===== src/irptt_pkg.sv =====
// irptt_pkg: shared types and constants for the ir pulse train transmitter
// used by irptt_core and ir_pulse_train_transmitter; no dependencies
package irptt_pkg;

  localparam logic [1:0] CMD_TICK  = 2'd0;
  localparam logic [1:0] CMD_WRITE = 2'd1;
  localparam logic [1:0] CMD_START = 2'd2;

  localparam logic [1:0] REG_CARRIER_ON  = 2'd0;
  localparam logic [1:0] REG_CARRIER_OFF = 2'd1;
  localparam logic [1:0] REG_UNIT        = 2'd2;
  localparam logic [1:0] REG_SEQ_LEN     = 2'd3;

  localparam logic [7:0] CARRIER_ON_RST  = 8'd8;
  localparam logic [7:0] CARRIER_OFF_RST = 8'd7;
  localparam logic [7:0] UNIT_RST        = 8'd10;
  localparam logic [7:0] SEQ_LEN_RST     = 8'd75;

  localparam int ELAPSED_W = 24;
  localparam int PHASE_W   = 9;
  localparam logic [ELAPSED_W-1:0] ELAPSED_MAX = '1;

  typedef struct packed {
    logic [7:0] carrier_on_ticks;
    logic [7:0] carrier_off_ticks;
    logic [7:0] unit_ticks;
    logic [7:0] sequence_length;
  } cfg_t;

  typedef struct packed {
    logic ir_level;
    logic busy_res;
    logic finished;
  } result_t;

endpackage


===== src/irptt_core.sv =====
// irptt_core: duration table memory and playback state (pointer, elapsed, carrier phase)
// depends on irptt_pkg; the result is combinational for the beat being accepted
module irptt_core import irptt_pkg::*; #(
  parameter int TABLE_DEPTH    = 128,
  parameter int DURATION_WIDTH = 16
) (
  input  logic        clk,
  input  logic        rst,
  input  logic        accept,
  input  logic [1:0]  cmd,
  input  logic [6:0]  entry_index,
  input  logic [15:0] entry_value,
  input  cfg_t        cfg,
  output result_t     res
);

  localparam int AW = $clog2(TABLE_DEPTH);
  localparam int LW = $clog2(TABLE_DEPTH + 1);
  localparam int PW = DURATION_WIDTH + 8;

  logic [DURATION_WIDTH-1:0] dur_mem [TABLE_DEPTH];
  logic [DURATION_WIDTH-1:0] rdata;
  logic [DURATION_WIDTH-1:0] wdata;
  logic [AW-1:0]             waddr;
  logic [AW-1:0]             raddr;
  logic                      wr_en;

  logic [AW-1:0]        ptr, ptr_next;
  logic [AW:0]          ptr_inc;
  logic [ELAPSED_W-1:0] elapsed, elapsed_next, elapsed_inc;
  logic [PHASE_W-1:0]   phase, phase_next, phase_inc, period_sum, period;
  logic                 playing, playing_next;
  logic [PW-1:0]        entry_len;
  logic [LW-1:0]        seq_len;
  logic                 period_end, entry_end, last_entry;
  logic                 level, done;

  always_comb begin
    wr_en = accept && (cmd == CMD_WRITE) && (32'(entry_index) < TABLE_DEPTH);
    waddr = AW'(entry_index);
    wdata = DURATION_WIDTH'(entry_value);

    period_sum = PHASE_W'(cfg.carrier_on_ticks) + PHASE_W'(cfg.carrier_off_ticks);
    period     = (period_sum == '0) ? PHASE_W'(1) : period_sum;
    phase_inc  = phase + 1'b1;
    period_end = phase_inc >= period;

    elapsed_inc = (elapsed == ELAPSED_MAX) ? elapsed : elapsed + 1'b1;
    entry_len   = PW'(rdata) * PW'(cfg.unit_ticks);
    entry_end   = elapsed_inc >= ELAPSED_W'(entry_len);

    if (cfg.sequence_length == 8'd0) begin
      seq_len = LW'(1);
    end else if (32'(cfg.sequence_length) > TABLE_DEPTH) begin
      seq_len = LW'(TABLE_DEPTH);
    end else begin
      seq_len = LW'(cfg.sequence_length);
    end
    ptr_inc    = {1'b0, ptr} + 1'b1;
    last_entry = 32'(ptr_inc) >= 32'(seq_len);
  end

  always_comb begin
    ptr_next     = ptr;
    elapsed_next = elapsed;
    phase_next   = phase;
    playing_next = playing;
    level        = 1'b0;
    done         = 1'b0;
    if (accept) begin
      case (cmd)
        CMD_START: begin
          ptr_next     = '0;
          elapsed_next = '0;
          phase_next   = '0;
          playing_next = 1'b1;
        end
        CMD_TICK: begin
          if (playing) begin
            level        = !ptr[0] && (PHASE_W'(cfg.carrier_on_ticks) > phase);
            elapsed_next = elapsed_inc;
            phase_next   = phase_inc;
            if (period_end) begin
              phase_next = '0;
              if (entry_end) begin
                elapsed_next = '0;
                if (last_entry) begin
                  ptr_next     = '0;
                  playing_next = 1'b0;
                  done         = 1'b1;
                end else begin
                  ptr_next = AW'(ptr_inc);
                end
              end
            end
          end
        end
        default: begin
        end
      endcase
    end
    raddr = ptr_next;
    res   = '{ir_level: level, busy_res: playing_next, finished: done};
  end

  // read the entry that the pointer will hold next, forwarding a same-cycle write
  always_ff @(posedge clk) begin
    if (wr_en) begin
      dur_mem[waddr] <= wdata;
    end
    if (wr_en && (waddr == raddr)) begin
      rdata <= wdata;
    end else begin
      rdata <= dur_mem[raddr];
    end
  end

  always_ff @(posedge clk) begin
    if (rst) begin
      ptr     <= '0;
      elapsed <= '0;
      phase   <= '0;
      playing <= 1'b0;
    end else begin
      ptr     <= ptr_next;
      elapsed <= elapsed_next;
      phase   <= phase_next;
      playing <= playing_next;
    end
  end

  a_done_ends_play: assert property (@(posedge clk) disable iff (rst)
    accept && res.finished |=> !playing && (ptr == '0))
    else $error("finish did not leave the block idle at entry zero");

  a_idle_ptr_zero: assert property (@(posedge clk) disable iff (rst)
    !playing |-> (ptr == '0) && (elapsed == '0))
    else $error("pointer or elapsed count moved while idle");

  a_mark_only: assert property (@(posedge clk) disable iff (rst)
    accept && res.ir_level |-> playing && !ptr[0] && (cmd == CMD_TICK))
    else $error("carrier driven outside a mark");

  a_start_fresh: assert property (@(posedge clk) disable iff (rst)
    accept && (cmd == CMD_START) |=> playing && (phase == '0) && (elapsed == '0))
    else $error("start did not open a fresh carrier period");

endmodule


===== src/ir_pulse_train_transmitter.sv =====
// ir_pulse_train_transmitter: top level with handshakes, config registers and result register
// depends on irptt_pkg and irptt_core
//
// Takes one beat every cycle while results are taken; each beat is a tick, a table write or
// a start, and gives one result beat in the cycle after it is taken. The result sits in an
// output register: a new beat is taken in the cycle the waiting result leaves, and the input
// stalls for as long as the result waits. The duration of the entry the pointer is about to
// hold is read from the table memory at the same edge that moves the pointer, so an entry
// change adds no delay; a write to that entry in the same beat is forwarded. Config
// writes take effect on the next beat.
module ir_pulse_train_transmitter import irptt_pkg::*; #(
  parameter int TABLE_DEPTH    = 128,
  parameter int DURATION_WIDTH = 16
) (
  input  logic        clk,
  input  logic        rst,
  input  logic        in_valid,
  output logic        in_ready,
  input  logic [1:0]  cmd,
  input  logic [6:0]  entry_index,
  input  logic [15:0] entry_value,
  output logic        out_valid,
  input  logic        out_ready,
  output logic        ir_level,
  output logic        busy_res,
  output logic        finished,
  input  logic        cfg_valid,
  output logic        cfg_ready,
  input  logic [1:0]  cfg_index,
  input  logic [7:0]  cfg_data
);

  cfg_t    cfg;
  result_t res;
  logic    accept;

  assign cfg_ready = 1'b1;
  assign in_ready  = !out_valid || out_ready;
  assign accept    = in_valid && in_ready;

  always_ff @(posedge clk) begin
    if (rst) begin
      cfg.carrier_on_ticks  <= CARRIER_ON_RST;
      cfg.carrier_off_ticks <= CARRIER_OFF_RST;
      cfg.unit_ticks        <= UNIT_RST;
      cfg.sequence_length   <= SEQ_LEN_RST;
    end else if (cfg_valid) begin
      case (cfg_index)
        REG_CARRIER_ON:  cfg.carrier_on_ticks  <= cfg_data;
        REG_CARRIER_OFF: cfg.carrier_off_ticks <= cfg_data;
        REG_UNIT:        cfg.unit_ticks        <= cfg_data;
        REG_SEQ_LEN:     cfg.sequence_length   <= cfg_data;
        default: begin
        end
      endcase
    end
  end

  irptt_core #(
    .TABLE_DEPTH    (TABLE_DEPTH),
    .DURATION_WIDTH (DURATION_WIDTH)
  ) u_core (
    .clk         (clk),
    .rst         (rst),
    .accept      (accept),
    .cmd         (cmd),
    .entry_index (entry_index),
    .entry_value (entry_value),
    .cfg         (cfg),
    .res         (res)
  );

  always_ff @(posedge clk) begin
    if (rst) begin
      out_valid <= 1'b0;
    end else if (accept) begin
      out_valid <= 1'b1;
    end else if (out_ready) begin
      out_valid <= 1'b0;
    end
  end

  always_ff @(posedge clk) begin
    if (accept) begin
      ir_level <= res.ir_level;
      busy_res <= res.busy_res;
      finished <= res.finished;
    end
  end

endmodule

===== config.mk =====
export PLATFORM = sky130hd
export DESIGN_NAME = ir_pulse_train_transmitter
export DESIGN_NICKNAME = d
export VERILOG_FILES = /design/src/irptt_pkg.sv /design/src/irptt_core.sv /design/src/ir_pulse_train_transmitter.sv
export SDC_FILE = /design/constraint.sdc
export NUM_CORES = 2
export LEC_CHECK = 0
export ABC_AREA = 1
export CAP_MARGIN = 10
export CORE_MARGIN = 3
export CORE_UTILIZATION = 46
export DETAILED_ROUTE_END_ITERATION = 12
export DONT_BUFFER_PORTS = 1
export HOLD_SLACK_MARGIN = 0.08
export PLACE_DENSITY = 0.57
export SETUP_SLACK_MARGIN = 0.2
export SLEW_MARGIN = 20
export SYNTH_ARGS = -nofsm -noshare
export SYNTH_HDL_FRONTEND = slang
export SYNTH_SLANG_ARGS = --single-unit

===== constraint.sdc =====
create_clock -name clk -period 8.5 [get_ports clk]
set_input_delay 1.7 -clock clk [delete_from_list [all_inputs] [get_ports clk]]
set_output_delay 1.7 -clock clk [all_outputs]
set_load 0.05 [all_outputs]

After elaboration in Yosys (flattened, before gate mapping)
Memories as Yosys holds them, arrays and structs flattened. A register that Yosys moved wholly into a read port is not among the register bits.
Cells that the tools add are included.
Widths: inputs -> output; s select.
{"block": "totals", "memories": 1, "latchBits": 0, "reg_bits": 77, "mem_bits_ro": 0, "input_bits": 40, "ram_bits": 2048, "output_inout_bits": 6}
{"block": "op_classes", "n_mul": 1, "n_div": 0, "n_lt_le_gt_ge": 5, "n_reduce_logical": 19, "shift": 0, "n_addsub": 4, "bitwise_logic": 0, "eq_ne": 7, "muxes": 28}
{"name": "u_core.dur_mem", "words": 128, "width": 16, "read_ports": 1, "rd_ports_with_merged_regs": 1, "write_ports": 1, "line_no": "irptt_core.sv:21", "source": "logic [DURATION_WIDTH-1:0] dur_mem [TABLE_DEPTH];"}
{"op": "$mux 24", "count": 4}
{"op": "$pmux 24 s2", "count": 1}
{"op": "$mux 7", "count": 5}
{"op": "$mux 9", "count": 3}
{"op": "$add 24x1->24 const B", "count": 1}
{"op": "$eq 24x24->1 const B", "count": 1}
{"op": "$ge 24x24->1", "count": 1}
{"op": "$mul 16x8->24", "count": 1}
{"op": "$pmux 9 s2", "count": 1}
{"op": "$mux 8", "count": 2}
{"op": "$pmux 7 s2", "count": 1}
{"op": "$mux 1", "count": 10}
{"op": "$reduce_and 2->1", "count": 5}
{"op": "$add 8x8->9", "count": 1}
{"op": "$add 9x1->9 const B", "count": 1}
{"op": "$ge 9x9->1", "count": 1}
{"op": "$gt 8x9->1", "count": 1}
{"op": "$logic_not 9->1", "count": 1}
{"op": "$add 7x1->8 const B", "count": 1}
{"op": "$ge 8x8->1", "count": 1}
{"op": "$gt 8x8->1 const B", "count": 1}
{"op": "$logic_not 8->1", "count": 1}
{"op": "$eq 2x2->1 const B", "count": 3}
{"op": "$eq 2x1->1 const B", "count": 2}
{"op": "other kinds (9)", "count": 14}

Longest topological paths before layout
{"block": "logic_depth", "word_depth": 10, "mapped_depth": 49, "depth_no_buf": 45}

Hierarchy
A second synthesis with hierarchy kept.
{"block": "hier_totals", "hier_cells": 8304, "area_unflattened_um2": 93807.5}
{"mod": "irptt_core", "area_per_inst_um2": 92326.0, "cells_each": 8100, "n_inst": 1, "seq_area_each_um2": 62459.9}
{"mod": "ir_pulse_train_transmitter", "area_per_inst_um2": 1481.4, "cells_each": 204, "n_inst": 1, "seq_area_each_um2": 750.7}

Least setup slack after synthesis
Ideal clock, no wire load.
{"block": "synth_path", "kind": "register to register", "start": "reg (tool-made name)", "end": "reg u_core.elapsed[6]", "synth_period_minus_slack_ns": 6.550, "slack_ns": 1.950, "t_required_ns": 8.430, "arrival_ns": 6.479, "path_stages_with_launch": 45, "cell_sequence": "dfxtp_1 -> buf_4 -> inv_1 -> buf_4 -> clkbuf_1 -> nand3_1 -> nand3_1 -> nand3_1 -> nand3_1 -> nand2_1 -> nand2_1 -> nand3_1 -> nand2_1 -> nor2_1 -> fa_1 -> inv_1 -> fa_1 -> inv_1 -> [9 not listed] -> or2_2 -> a21oi_1 -> o21bai_1 -> xnor2_1 -> ha_1 -> nand2_1 -> nand2_1 -> nand2_1 -> nand2_1 -> nand2_1 -> nand2_1 -> a21oi_1 -> nand2_1 -> nand2_1 -> buf_2 -> buf_2 -> nand3_1 -> a21oi_1"}
{"element": "end signal, assigned", "line_no": "irptt_core.sv:126", "source": "elapsed <= elapsed_next;"}
{"element": "end, declared", "line_no": "irptt_core.sv:30", "source": "logic [ELAPSED_W-1:0] elapsed, elapsed_next, elapsed_inc;"}

==> results.md <==
- Run status: finished, final reports clean
- Hold Crit Depth: 2
- Number of max-cap violations: 0
- Switching share of power: 0.220
- Final hold vios: 0
- Normalized max-slew margin: 0.276
- Critical path's slowest cell: dfxtp_4
- Reg clk slew, reported paths: 60 ps
- Global-route wire length before repair: 408000 um
- Synth Register Bits: 2132
- Layout cells sized above 1: 0.0809
- Syn_nets: 8488
- HPWL Detailed: 159000 um
- Final design utilization: 0.524
- Worst Clk Skew: 77.6 ps
- EDFF count, synth: 2051
- Setup Crit Path Kind: reg -> reg
- CTS Buffer Depth: 3
- Layout Cell Area excl Fill: 104000 um2
- Root Buffer: clkbuf_16
- Drt total wl: 279000 um
- Post-synthesis cell area: 92500 um2
- Commonest non-fill, non-tap cell in the layout: nand2_1
- Initial antenna violation count: 8
- All-Layer GR Usage: 0.266
- Std cell rows: 163
- Largest net degree at the start of global routing: 129
- Core Region: 199000 um2
- Hold wc startpoint: cfg[16]$_SDFFE_PP1P_
- CP most frequent cell: nand3_1
- CP max stage delay: 540 ps
- Via count: 63800
- Vias in the first global route: 61000
- Drt drc: 0
- PD cells: 211 nW/um2
- Drt pass-1 iters: 6
- Synth warnings: 0
- Slew Limit Fails: 0
- Endpoint class of the critical path: register
- Area of the multi-input gates: 25900 um2
- Clock tree from TritonCTS: yes
- Seq. cell area: 63200 um2
- Via density: 5.71
- H-Tree Depth: 4
- Largest area contributor in the netlist: edfxtp_1
- PortBufs: 0
- Part of the Yosys area used for sequential elements: 0.684
- Finish-stage setup viols: 0
- Post-synth ARST share: 0
- Worst slew pin tran: 1090 ps
- Post-route ant nets: 0
- Total global routing overflow: 0
- CP Max Fanout: 38
- CTS Buf Count: 222
- Die width: 454 um
- Commonest non-fill, non-tap cells in the layout: nand2_1, edfxtp_1, nand3_1
- Clock latency on the worst-skew pair: 910 ps
- Pleak: 0.0377 uW
- Psw: 4830 uW
- Comb pwr share: 0.048
- Area share of the largest cell type after synthesis: 0.666
- Crit path DAT: 8770 ps
- Fillers: 17300
- # nets final: 8557
- Hold Path End: cfg[16]$_SDFFE_PP1P_
- Area Overhead vs Synth: 12.6%
- Clock Sinks: 2132
- Synth cell types: 46
- Crit share post-route: 0.935
- Hold-fix buffers at CTS: 0
- Die Height: 454 um
- Die area: 206000 um2
- Avg Synthesized Cell Area: 11.2 um2
- I/O pin cnt: 46
- Crit path required time: 9320 ps
- Post-DP Area: 96500 um2
- Crit path time final: 7950 ps
- RSZ-0062 raised after global routing: no
- Sum of negative setup slack: 0 ps
- CP Launch Type: register
- Per-cell routed wire length: 25.0 um
- Flop pwr share: 0.525
- Post-synth top flop: edfxtp_1
- Pint: 17100 uW
- Routability cong.: 0.932
- Starting Density: 0.466
- Syn Inst Count: 8259
- Worst hold margin: 474 ps
- Fmax: 126 MHz
- Max VDD drop: 0.220 mV
- R2R cell count: 36
- HP Class: reg -> reg
- DRT iter0 DRCs: 7241
- Top cells by area, synth: edfxtp_1, nand3_1, nand2_1, fa_1, dfxtp_1
- Clock network power share: 0.427
- Reg2reg setup slack: 550 ps
-- worst max-delay path by stage --
stage / cells past startpoint / endpoint / slack [ps]
floorplan: 44 / u_core.elapsed[6]$_SDFFE_PP0P_ / 1950
global placement: 42 / register / 330
detailed placement: 42 / register / 380
CTS: 41 / u_core.elapsed[20]$_SDFFE_PP0P_ / 330
global route: 42 / register / 200
finish: 36 / register / 550
-- area by class of cell --
class / instances / share of cell area
multi-input cells: 5353 / 0.249
flip-flops and latches: 2132 / 0.607
inverters: 280 / 0.0106
diodes: 6 / 0.000144
well taps: 2640 / 0.0317
clock inverters: 129 / 0.0117
clock buffers: 281 / 0.0557
repair buffers: 339 / 0.0341
-- stage by stage --
stage | cells | worst slack [ps] | power [uW]
after floorplan | 8259 | 1950 | 12500
after global placement | 10700 | 325 | 12800
after detailed placement | 10700 | 378 | 12800
after CTS | 11100 | 332 | 22100
after global routing | 11200 | 204 | 22700
final | 11200 | 553 | 22000
-- state kept, by name, summed over array words and instances (netlist names), named ones only --
register	flops
ir_level	1
u_core.phase	9
u_core.playing	1
u_core.elapsed	24
u_core.ptr	7
out_valid	1
u_core.dur_mem	2048
busy_res	1
cfg	32
finished	1
-- power groups by stage --
stage                     registers (uW)  logic, uW  clock network [uW]
after CTS                          11500       1040                9540
after global routing               11500       1190                9970
after floorplan                    11800        701                   0
final                              11500       1050                9390
after detailed placement           11800       1030                   0
after global placement             11800       1030                   0
-- repair_timing --
action / in CTS / in global routing
setup endpoints to repair: 0 / 41
gates resized for setup: 0 / 46
buffers inserted: 0 / 9
-- layer usage --
| metal | track usage | share of wire | vias to the layer above |
|---|---|---|---|
| met5 | 0 | 0.00011 | - |
| met4 | 0.0899 | 0.035 | 4 |
| met2 | 0.420 | 0.46 | 2450 |
| met3 | 0.0390 | 0.075 | 462 |
| met1 | 0.380 | 0.43 | 31800 |
| li1 | - | - | 29100 |
-- Yosys cell counts, types with 34 or more instances --
| library cell | instances |
|---|---|
| a21oi_1 | 125 |
| buf_1 | 42 |
| buf_2 | 281 |
| buf_4 | 34 |
| clkbuf_1 | 124 |
| dfxtp_1 | 81 |
| edfxtp_1 | 2051 |
| fa_1 | 85 |
| ha_1 | 104 |
| inv_1 | 275 |
| nand2_1 | 2410 |
| nand3_1 | 1996 |
| nor2_1 | 357 |
| o21ai_0 | 104 |
-- critical path, delay by kind of cell (launching register included) --
kind | cells | cell delay [ps]
AND/OR/NAND/NOR | 20 | 2750
adder cells (fa/ha/maj) | 6 | 2550
flip-flops | 1 | 540
XOR/XNOR | 1 | 180
buffers and inverters | 6 | 910
AO/OA/AOI/OAI | 3 | 770
-- cell families after synthesis --
| logic type | synth area share |
|---|---|
| and+or+nand+nor | 0.225 |
| DFF | 0.684 |
| buffers and inverters | 0.0377 |
| AOI/OAI and AO/OA | 0.0166 |
| adders and majority gates | 0.0325 |
| xor gates and xnor gates | 0.00493 |
| other | 0.0000406 |
No activity file was read; power rests on OpenSTA's default activity.
